**src/rtl/rtf_pkg.sv**
```systemverilog
// Package with shared types, codes and helper functions of the ramp-to-failure controller.
`default_nettype none

package rtf_pkg;

  // Widths of the item fields and configuration registers.
  localparam int unsigned FORCE_W = 24;
  localparam int unsigned POS_W   = 23;
  localparam int unsigned SPEED_W = 16;
  localparam int unsigned PCT_W   = 7;
  localparam int unsigned TOL_W   = 16;
  localparam int unsigned PROD_W  = FORCE_W + PCT_W;
  localparam int unsigned CFG_IDX_W  = 3;
  localparam int unsigned CFG_DATA_W = POS_W;

  // Scale that turns a force magnitude into percent units.
  localparam logic [PCT_W-1:0] PCT_SCALE = 7'd100;

  // Configuration register indexes.
  localparam logic [CFG_IDX_W-1:0] CFG_FAILURE_BEHAVIOUR      = 3'd0;
  localparam logic [CFG_IDX_W-1:0] CFG_DROP_PERCENT           = 3'd1;
  localparam logic [CFG_IDX_W-1:0] CFG_RAMP_SPEED             = 3'd2;
  localparam logic [CFG_IDX_W-1:0] CFG_PRELOAD_DISTANCE       = 3'd3;
  localparam logic [CFG_IDX_W-1:0] CFG_DISTANCE_AFTER_FAILURE = 3'd4;
  localparam logic [CFG_IDX_W-1:0] CFG_DISTANCE_TOLERANCE     = 3'd5;

  // Input actions.
  typedef enum logic [1:0] {
    ACT_START = 2'd0,
    ACT_STOP  = 2'd1,
    ACT_FORCE = 2'd2,
    ACT_DIST  = 2'd3
  } action_t;

  // Stage commands.
  typedef enum logic [1:0] {
    CMD_NONE     = 2'd0,
    CMD_BACKWARD = 2'd1,
    CMD_STOP     = 2'd2,
    CMD_GOTO     = 2'd3
  } cmd_t;

  // Behaviour after a failure is detected.
  typedef enum logic [1:0] {
    BHV_RETURN = 2'd0,
    BHV_STOP   = 2'd1,
    BHV_GOTO   = 2'd2
  } behaviour_t;

  // Controller phases.
  typedef enum logic [1:0] {
    PH_STOPPED   = 2'd0,
    PH_RAMPING   = 2'd1,
    PH_RETURNING = 2'd2
  } phase_t;

  // Configuration register set.
  typedef struct packed {
    logic [1:0]         failure_behaviour;
    logic [PCT_W-1:0]   drop_percent;
    logic [SPEED_W-1:0] ramp_speed;
    logic [POS_W-1:0]   preload_distance;
    logic [POS_W-1:0]   distance_after_failure;
    logic [TOL_W-1:0]   distance_tolerance;
  } cfg_t;

  // One input word.
  typedef struct packed {
    logic [1:0]                action;
    logic signed [FORCE_W-1:0] force_sample;
    logic [POS_W-1:0]          distance_sample;
  } item_t;

  // One result word.
  typedef struct packed {
    cmd_t               command;
    logic [POS_W-1:0]   target_position;
    logic [SPEED_W-1:0] drive_speed;
    logic               finished;
  } res_t;

  // Magnitude of a signed force; the most negative value maps to 2^23 without loss.
  function automatic logic [FORCE_W-1:0] force_mag(input logic signed [FORCE_W-1:0] v);
    logic [FORCE_W-1:0] u;
    u = v;
    return v[FORCE_W-1] ? (~u + 1'b1) : u;
  endfunction

endpackage

`default_nettype wire

```
**src/rtl/rtf_if.sv**
```systemverilog
// Valid/ready channel interfaces for input words and result words.
`default_nettype none

interface rtf_in_if
  import rtf_pkg::*;
  ();
  logic                      valid;
  logic                      ready;
  logic [1:0]                action;
  logic signed [FORCE_W-1:0] force_sample;
  logic [POS_W-1:0]          distance_sample;

  modport source (output valid, action, force_sample, distance_sample, input ready);
  modport sink   (input valid, action, force_sample, distance_sample, output ready);
endinterface

interface rtf_out_if
  import rtf_pkg::*;
  ();
  logic               valid;
  logic               ready;
  logic [1:0]         command;
  logic [POS_W-1:0]   target_position;
  logic [SPEED_W-1:0] drive_speed;
  logic               finished;

  modport source (output valid, command, target_position, drive_speed, finished,
                  input ready);
  modport sink   (input valid, command, target_position, drive_speed, finished,
                  output ready);
endinterface

`default_nettype wire

```
**src/rtl/rtf_cfg_regs.sv**
```systemverilog
// Configuration register file of the ramp-to-failure controller.
`default_nettype none

module rtf_cfg_regs
  import rtf_pkg::*;
(
  input  wire logic                  clk,
  input  wire logic                  rst_n,
  input  wire logic                  cfg_we,
  input  wire logic [CFG_IDX_W-1:0]  cfg_index,
  input  wire logic [CFG_DATA_W-1:0] cfg_wdata,
  output cfg_t                       cfg
);

  cfg_t cfg_r;
  cfg_t cfg_nxt;

  // Decode the register index and merge the write data.
  always_comb begin
    cfg_nxt = cfg_r;
    if (cfg_we) begin
      unique case (cfg_index)
        CFG_FAILURE_BEHAVIOUR:      cfg_nxt.failure_behaviour = cfg_wdata[1:0];
        CFG_DROP_PERCENT:           cfg_nxt.drop_percent = cfg_wdata[PCT_W-1:0];
        CFG_RAMP_SPEED:             cfg_nxt.ramp_speed = cfg_wdata[SPEED_W-1:0];
        CFG_PRELOAD_DISTANCE:       cfg_nxt.preload_distance = cfg_wdata[POS_W-1:0];
        CFG_DISTANCE_AFTER_FAILURE: cfg_nxt.distance_after_failure = cfg_wdata[POS_W-1:0];
        CFG_DISTANCE_TOLERANCE:     cfg_nxt.distance_tolerance = cfg_wdata[TOL_W-1:0];
        default:                    cfg_nxt = cfg_r;
      endcase
    end
  end

  // Register set with its reset values.
  always_ff @(posedge clk) begin
    if (!rst_n) begin
      cfg_r.failure_behaviour      <= BHV_STOP;
      cfg_r.drop_percent           <= 7'd50;
      cfg_r.ramp_speed             <= 16'd100;
      cfg_r.preload_distance       <= '0;
      cfg_r.distance_after_failure <= '0;
      cfg_r.distance_tolerance     <= 16'd101;
    end else begin
      cfg_r <= cfg_nxt;
    end
  end

  assign cfg = cfg_r;

endmodule

`default_nettype wire

```
**src/rtl/rtf_step.sv**
```systemverilog
// Phase state machine and peak-force tracking that turn one input word into one result word.
`default_nettype none

module rtf_step
  import rtf_pkg::*;
(
  input  wire logic  clk,
  input  wire logic  rst_n,
  input  wire logic  go,
  input  wire item_t item,
  input  wire cfg_t  cfg,
  output res_t       res
);

  phase_t                    phase_r;
  phase_t                    phase_nxt;
  logic signed [FORCE_W-1:0] peak_r;
  logic signed [FORCE_W-1:0] peak_nxt;
  logic [FORCE_W-1:0]        sample_mag;
  logic [FORCE_W-1:0]        peak_mag;
  logic [FORCE_W-1:0]        peak_nxt_mag;
  logic [PROD_W-1:0]         scaled_sample;
  logic [PROD_W-1:0]         drop_level;
  logic                      is_failure;
  logic [POS_W-1:0]          arrive_target;
  logic                      arrive_armed;
  logic [POS_W-1:0]          pos_err;
  logic                      arrived;

  // Peak tracking: keep the sample of largest magnitude.
  always_comb begin
    sample_mag = force_mag(item.force_sample);
    peak_mag   = force_mag(peak_r);
    peak_nxt   = peak_r;
    if (item.action == ACT_FORCE && sample_mag > peak_mag) begin
      peak_nxt = item.force_sample;
    end
    peak_nxt_mag = force_mag(peak_nxt);
  end

  // Failure test against the updated peak, both sides in percent units.
  assign scaled_sample = PROD_W'(sample_mag) * PROD_W'(PCT_SCALE);
  assign drop_level    = PROD_W'(cfg.drop_percent) * PROD_W'(peak_nxt_mag);
  assign is_failure    = scaled_sample < drop_level;

  // Arrival test for the return move; only return and go-to behaviours have a target.
  always_comb begin
    arrive_target = cfg.preload_distance;
    arrive_armed  = 1'b0;
    case (cfg.failure_behaviour)
      BHV_RETURN: begin
        arrive_target = cfg.preload_distance;
        arrive_armed  = 1'b1;
      end
      BHV_GOTO: begin
        arrive_target = cfg.distance_after_failure;
        arrive_armed  = 1'b1;
      end
      default: arrive_armed = 1'b0;
    endcase
    pos_err = (arrive_target > item.distance_sample) ? arrive_target - item.distance_sample
                                                     : item.distance_sample - arrive_target;
    arrived = arrive_armed && (pos_err < POS_W'(cfg.distance_tolerance));
  end

  // Next phase and result word.
  always_comb begin
    phase_nxt           = phase_r;
    res.command         = CMD_NONE;
    res.target_position = '0;
    res.drive_speed     = '0;
    res.finished        = 1'b0;
    unique case (phase_r)
      PH_RAMPING: begin
        if (item.action == ACT_STOP) begin
          res.command  = CMD_STOP;
          res.finished = 1'b1;
          phase_nxt    = PH_STOPPED;
        end else if (item.action == ACT_FORCE && is_failure) begin
          case (cfg.failure_behaviour)
            BHV_RETURN: begin
              res.command         = CMD_GOTO;
              res.target_position = cfg.preload_distance;
              phase_nxt           = PH_RETURNING;
            end
            BHV_STOP: begin
              res.command  = CMD_STOP;
              res.finished = 1'b1;
              phase_nxt    = PH_STOPPED;
            end
            BHV_GOTO: begin
              res.command         = CMD_GOTO;
              res.target_position = cfg.distance_after_failure;
              phase_nxt           = PH_RETURNING;
            end
            default: phase_nxt = PH_RAMPING;
          endcase
        end
      end
      PH_RETURNING: begin
        if (item.action == ACT_DIST && arrived) begin
          res.finished = 1'b1;
          phase_nxt    = PH_STOPPED;
        end
      end
      default: begin
        if (item.action == ACT_START) begin
          res.command     = CMD_BACKWARD;
          res.drive_speed = cfg.ramp_speed;
          phase_nxt       = PH_RAMPING;
        end
      end
    endcase
  end

  // State registers advance once per processed word.
  always_ff @(posedge clk) begin
    if (!rst_n) begin
      phase_r <= PH_STOPPED;
      peak_r  <= '0;
    end else if (go) begin
      phase_r <= phase_nxt;
      peak_r  <= peak_nxt;
    end
  end

  // A start that issues a backward move leaves the controller ramping.
  assert property (@(posedge clk) disable iff (!rst_n)
    go && res.command == CMD_BACKWARD |=> phase_r == PH_RAMPING)
    else $error("backward move did not enter ramping");

  // Every finished result leaves the controller stopped.
  assert property (@(posedge clk) disable iff (!rst_n)
    go && res.finished |=> phase_r == PH_STOPPED)
    else $error("finished result did not stop the controller");

  // The peak magnitude never shrinks.
  assert property (@(posedge clk) disable iff (!rst_n)
    go |=> peak_mag >= $past(peak_mag))
    else $error("peak force magnitude decreased");

endmodule

`default_nettype wire

```
**src/rtl/ramp_to_failure_controller.sv**
```systemverilog
// Top level of the ramp-to-failure controller: input register, step logic and result register.
//
// Usage: input words (action, force_sample, distance_sample) arrive on in_ch, a valid/ready
// channel; every accepted word yields exactly one result word (command, target_position,
// drive_speed, finished) on out_ch, in order. A start word while stopped issues a backward
// move at ramp_speed; force samples update the peak force and, while ramping, detect a
// failure when the force falls below drop_percent of the peak; distance samples end the
// return move once within distance_tolerance of the target.
// Path: an accepted word waits in the input register, then its result in the result register.
// Throughput: one word per cycle while out_ch takes results; the input register feeds a compare
// and two small multiplies that update the phase and peak registers, then the result register.
// Stall: when out_ch is held off, the result register keeps its word and the input register
// takes one more word; in_ch.ready falls only when both registers are full.
// Configuration is written through cfg_we, cfg_index and cfg_wdata while the block is idle.
// Reset (rst_n low at a clock edge) empties both registers, sets the phase to stopped, clears
// the peak force and loads the configuration reset values.
`default_nettype none

module ramp_to_failure_controller
  import rtf_pkg::*;
(
  input  wire logic                  clk,
  input  wire logic                  rst_n,
  rtf_in_if.sink                     in_ch,
  rtf_out_if.source                  out_ch,
  input  wire logic                  cfg_we,
  input  wire logic [CFG_IDX_W-1:0]  cfg_index,
  input  wire logic [CFG_DATA_W-1:0] cfg_wdata
);

  cfg_t  cfg;
  item_t item_r;
  item_t item_nxt;
  logic  item_valid_r;
  logic  item_valid_nxt;
  res_t  res;
  res_t  out_r;
  logic  out_valid_r;
  logic  out_valid_nxt;
  logic  out_free;
  logic  step_go;
  logic  in_take;

  rtf_cfg_regs u_cfg (
    .clk       (clk),
    .rst_n     (rst_n),
    .cfg_we    (cfg_we),
    .cfg_index (cfg_index),
    .cfg_wdata (cfg_wdata),
    .cfg       (cfg)
  );

  rtf_step u_step (
    .clk   (clk),
    .rst_n (rst_n),
    .go    (step_go),
    .item  (item_r),
    .cfg   (cfg),
    .res   (res)
  );

  // Handshake: a word moves on whenever the stage ahead is empty or draining.
  assign out_free     = !out_valid_r || out_ch.ready;
  assign step_go      = item_valid_r && out_free;
  assign in_ch.ready  = !item_valid_r || step_go;
  assign in_take      = in_ch.valid && in_ch.ready;

  // Next values of the input register.
  always_comb begin
    item_nxt.action          = in_ch.action;
    item_nxt.force_sample    = in_ch.force_sample;
    item_nxt.distance_sample = in_ch.distance_sample;
    if (in_take) begin
      item_valid_nxt = 1'b1;
    end else if (step_go) begin
      item_valid_nxt = 1'b0;
    end else begin
      item_valid_nxt = item_valid_r;
    end
  end

  // Next valid of the result register.
  always_comb begin
    if (step_go) begin
      out_valid_nxt = 1'b1;
    end else if (out_ch.ready) begin
      out_valid_nxt = 1'b0;
    end else begin
      out_valid_nxt = out_valid_r;
    end
  end

  // Valid flags.
  always_ff @(posedge clk) begin
    if (!rst_n) begin
      item_valid_r <= 1'b0;
      out_valid_r  <= 1'b0;
    end else begin
      item_valid_r <= item_valid_nxt;
      out_valid_r  <= out_valid_nxt;
    end
  end

  // Payload registers.
  always_ff @(posedge clk) begin
    if (in_take) begin
      item_r <= item_nxt;
    end
    if (step_go) begin
      out_r <= res;
    end
  end

  assign out_ch.valid           = out_valid_r;
  assign out_ch.command         = out_r.command;
  assign out_ch.target_position = out_r.target_position;
  assign out_ch.drive_speed     = out_r.drive_speed;
  assign out_ch.finished        = out_r.finished;

  // Input is held off only when both registers hold a word.
  assert property (@(posedge clk) disable iff (!rst_n)
    !in_ch.ready |-> item_valid_r && out_valid_r)
    else $error("input stalled with a free register");

  // A word that waits in the input register while the output stalls is still there next cycle.
  assert property (@(posedge clk) disable iff (!rst_n)
    item_valid_r && !out_free |=> item_valid_r && $stable(item_r))
    else $error("waiting input word was lost");

endmodule

`default_nettype wire

```
**src/flat_wrapper.sv**
```systemverilog
// flat-port wrapper written by rule: the top's interface ports become plain ports
module ramp_to_failure_controller_flat import rtf_pkg::*;
  (clk, rst_n, cfg_we, cfg_index, cfg_wdata, in_ch_valid, in_ch_action, in_ch_force_sample, in_ch_distance_sample, in_ch_ready, out_ch_valid, out_ch_command, out_ch_target_position, out_ch_drive_speed, out_ch_finished, out_ch_ready);
  rtf_in_if in_ch_i ();
  rtf_out_if out_ch_i ();
  input  wire logic clk;
  input  wire logic rst_n;
  input  wire logic cfg_we;
  input  wire logic [CFG_IDX_W-1:0] cfg_index;
  input  wire logic [CFG_DATA_W-1:0] cfg_wdata;
  input wire logic [$bits(in_ch_i.valid)-1:0] in_ch_valid;
  input wire logic [$bits(in_ch_i.action)-1:0] in_ch_action;
  input wire logic [$bits(in_ch_i.force_sample)-1:0] in_ch_force_sample;
  input wire logic [$bits(in_ch_i.distance_sample)-1:0] in_ch_distance_sample;
  output wire logic [$bits(in_ch_i.ready)-1:0] in_ch_ready;
  output wire logic [$bits(out_ch_i.valid)-1:0] out_ch_valid;
  output wire logic [$bits(out_ch_i.command)-1:0] out_ch_command;
  output wire logic [$bits(out_ch_i.target_position)-1:0] out_ch_target_position;
  output wire logic [$bits(out_ch_i.drive_speed)-1:0] out_ch_drive_speed;
  output wire logic [$bits(out_ch_i.finished)-1:0] out_ch_finished;
  input wire logic [$bits(out_ch_i.ready)-1:0] out_ch_ready;
  assign in_ch_i.valid = in_ch_valid;
  assign in_ch_i.action = in_ch_action;
  assign in_ch_i.force_sample = in_ch_force_sample;
  assign in_ch_i.distance_sample = in_ch_distance_sample;
  assign in_ch_ready = in_ch_i.ready;
  assign out_ch_valid = out_ch_i.valid;
  assign out_ch_command = out_ch_i.command;
  assign out_ch_target_position = out_ch_i.target_position;
  assign out_ch_drive_speed = out_ch_i.drive_speed;
  assign out_ch_finished = out_ch_i.finished;
  assign out_ch_i.ready = out_ch_ready;
  ramp_to_failure_controller u_core (.clk(clk), .rst_n(rst_n), .in_ch(in_ch_i), .out_ch(out_ch_i), .cfg_we(cfg_we), .cfg_index(cfg_index), .cfg_wdata(cfg_wdata));
endmodule
```
**config.mk**
```make
export PLATFORM = sky130hd
export DESIGN_NAME = ramp_to_failure_controller_flat
export DESIGN_NICKNAME = d
export VERILOG_FILES = /design/src/rtl/rtf_pkg.sv /design/src/rtl/rtf_if.sv /design/src/rtl/rtf_cfg_regs.sv /design/src/rtl/rtf_step.sv /design/src/rtl/ramp_to_failure_controller.sv /design/src/flat_wrapper.sv
export SDC_FILE = /design/constraint.sdc
export NUM_CORES = 1
export LEC_CHECK = 0
export ABC_AREA = 1
export BUFFER_PORTS_ARGS = -buffer_cell sky130_fd_sc_hd__buf_4
export CAP_MARGIN = 30
export CORE_ASPECT_RATIO = 0.9
export CORE_MARGIN = 4
export CORE_UTILIZATION = 30
export DETAILED_ROUTE_END_ITERATION = 12
export PLACE_DENSITY = 0.45
export SYNTH_ARGS = -nofsm -noshare
export SYNTH_HDL_FRONTEND = slang
export SYNTH_SLANG_ARGS = --single-unit
```
**constraint.sdc**
```tcl
create_clock -name clk -period 18.5 [get_ports clk]
set_clock_uncertainty 0.1 [all_clocks]
set_input_delay 5.55 -clock clk [delete_from_list [all_inputs] [get_ports clk]]
set_output_delay 5.55 -clock clk [all_outputs]
set_load 0.03 [all_outputs]
```
==> run_results.csv <==
group,metric,value,unit
sta,worstMarginPinSlew,980,ps
synthesis,syn_inst,2822,
critical_path,crit_arrival,13580,ps
synthesis,synth_edf_count,91,
die,dieArea,75100,µm²
synthesis,synth_ff_type,"dfxtp_1",
synthesis,syn_area,21200,µm²
sta,fin_crit,13410,ps
final_layout,mostFrequentLayoutCells,"557 x inv_1, 407 x nand2_1, 332 x nor2_1, 243 x ha_1, 239 x a21oi_1",
synthesis,synth.avg_cell_area,7.52,µm²
die,initial_core_util,30.3,%
critical_path,crit_type,"flip-flop to flip-flop",
global_routing,grt-ovfl-total,0,
global_routing,antenna_found_initial,0,
synthesis,synth-seq-area-share,23.7,%
detailed_routing,routed.top_layer,"met4",
pwr,power.total,3.27,mW
synthesis,syn_nets,3275,
global_routing,track_usage,17.6,%
critical_path,critPathMaxStageDelay,690,ps
synthesis,ys_types,59,
pwr,p_per_area,136,nW/µm²
critical_path,end_kind,"flip-flop",
synthesis,synth-seq-cells,206,
placement,io_buffers,123,
final_layout,area_growth,13.0,%
die,rows,92,
final_layout,drive_gt1_share,8.11,%
global_routing,grt_pass1_wl,104000,µm
critical_path,cp.required,18670,ps
critical_path,critPathMaxFanout,45,
sta,timing.fmax,0.0746,GHz
sta,maxSlewHeadroom,34.6,%
detailed_routing,met2_length,32600,µm
placement,detailed_place_hpwl,54200,µm
sta,tns,0,ps
sta,rsz0062_at_grt,"no",
detailed_routing,final_antenna_net_count,0,
detailed_routing,dr_wl_met3,2720,µm
pwr,p_leak,11.7,nW
detailed_routing,firstDrtPassIters,7,
die,coreArea,70100,µm²
pwr,ir_worst_vdd,95.7,µV
placement,dp_cells,3825,
cts,numClockSinks,206,
cts,postCtsSetupBuffers,0,
cts,tritoncts,"yes",
cts,cts.clk_slew.worst_paths,60,ps
sta,hold_violations,0,
cts,cts_resized,0,
detailed_routing,wl_per_cell,17.2,µm
sta,slew_violations,0,
critical_path,cp_slowest_cell,"o21ai_0",
detailed_routing,wl_met1,28900,µm
global_routing,grt_pass1_vias,18400,
detailed_routing,route.vias.total,18400,
synthesis,ys_warn_count,0,
critical_path,worstSetupStartpointType,"flip-flop",
detailed_routing,drtIter0Drc,1114,
final_layout,diodes,0,
synthesis,async_flop_share,0,%
final_layout,layout_commonest_cell,"inv_1",
die,ios,124,
global_routing,grt_start_max_net_pins,94,
detailed_routing,viasPerCell,4.74,
run_status,status,"finished, final reports clean",
final_layout,finalNonFillerCells,3876,
cts,clockBufferDepth,3,
die,die_w,288,µm
cts,h-tree-depth,1,
flow_run,cap_violations,0,
cts,cts_root_buf,"clkbuf_16",
detailed_routing,drt-total-wl,66600,µm
sta,period_share,72.5,%
worst_hold_path,min_path_type,"flip-flop to flip-flop",
sta,setup_violations,0,
cts,cts_buffers,27,
cts,clock_latency,570,ps
placement,place.gp.congestion,0.922,
cts,cts.hold.buffers_added,0,
final_layout,fin_nets,3368,
die,fp.dieH,260,µm
detailed_routing,drcViolationCount,0,
## state kept, by name, indices dropped and copies added, names as in the netlist
signal,flops
u_core.item_r,49
u_core.item_valid_r,1
u_core.out_ch.command,2
u_core.out_ch.drive_speed,16
u_core.out_ch.finished,1
u_core.out_ch.target_position,23
u_core.out_ch.valid,1
u_core.u_cfg.cfg,87
u_core.u_step.peak_r,24
u_core.u_step.phase_r,2
## worst max-delay path, delay by kind of cell, from the launching register on
| family | cells | cell delay (ps) |
|---|---|---|
| flops | 1 | 500 |
| fa+ha+maj | 8 | 3320 |
| simple gates | 30 | 5320 |
| xor+xnor | 2 | 630 |
| buf+inv | 8 | 1100 |
| compound gates | 9 | 2040 |
## Yosys cell counts (9+ instances only)
library cell  count  area share (%)
inv_1           559             9.9
nand2_1         407             7.2
nor2_1          333             5.9
ha_1            243              14
a21oi_1         239             5.6
o21ai_0         195             4.6
fa_1            130              12
dfxtp_1         115              11
xor2_1           94             3.9
edfxtp_1         91              13
nand3_1          90             2.1
clkbuf_1         55            0.97
xnor2_1          27             1.1
nor3_1           24            0.57
nand4_1          23            0.68
o211ai_1         17            0.60
o21bai_1         14            0.50
a21o_1           13            0.46
nand2_2          13            0.38
o21ai_2          11            0.45
a31oi_1           9            0.27
nor4_1            9            0.27
o21a_1            9            0.32
o21ai_1           9            0.21
## routing by layer
layer	GRT usage (%)	vias to the layer above
li1	-	9198
met1	22.2	8711
met2	31.0	385
met3	2.22	94
met4	5.83	0
met5	0	-
## stage by stage
stage	utilization, %	setup WS, ps	hold slack, ps	area (µm²)
after floorplan	-	6980	329	21200
after global placement	32.9	5510	346	23100
after detailed placement	33.0	5250	349	23100
after CTS	34.2	5180	358	24000
after global routing	34.2	3800	375	24000
final	34.2	5090	354	24000
## final timing paths
| check | cells past startpoint | end | start | slack, ps |
|---|---|---|---|---|
| setup reg to reg | 57 | u_core.out_ch.target_position[20]$_SDFFCE_PP0P_ | u_core.item_r[23]$_DFFE_PP_ | 5090 |
| hold / removal | 2 | u_core.u_cfg.cfg[75]$_SDFFE_PN0P_ | u_core.u_cfg.cfg[75]$_SDFFE_PN0P_ | 350 |
| setup / recovery | 57 | u_core.out_ch.target_position[20]$_SDFFCE_PP0P_ | u_core.item_r[23]$_DFFE_PP_ | 5090 |
| hold reg to reg | 2 | u_core.u_cfg.cfg[75]$_SDFFE_PN0P_ | u_core.u_cfg.cfg[75]$_SDFFE_PN0P_ | 350 |
## cell type report
cell class / instances / area, µm²
clock inverter: 11 / 126
fill: 7465 / 46100
inverter: 566 / 2120
clock buffer: 39 / 731
tap: 940 / 1180
multi-input combinational: 1980 / 13800
sequential: 206 / 5030
timing repair buffer: 134 / 1050
## cell families after synthesis
| kind of cell | Yosys count | synth area share [%] |
|---|---|---|
| adders and majority gates | 373 | 26.6 |
| xor gates and xnor gates | 128 | 5.53 |
| AOI/OAI and AO/OA | 541 | 14.1 |
| DFF | 206 | 23.7 |
| muxes | 5 | 0.236 |
| and+or+nand+nor | 933 | 18.4 |
| buffers and inverters | 636 | 11.5 |
## report_power, final
| group | internal, mW | switching (mW) | leakage (nW) |
|---|---|---|---|
| clock network | 0.303 | 0.210 | 0.410 |
| registers | 0.497 | 0.0172 | 1.83 |
| logic | 0.813 | 1.43 | 9.45 |
(Power assumes the default switching activity.)
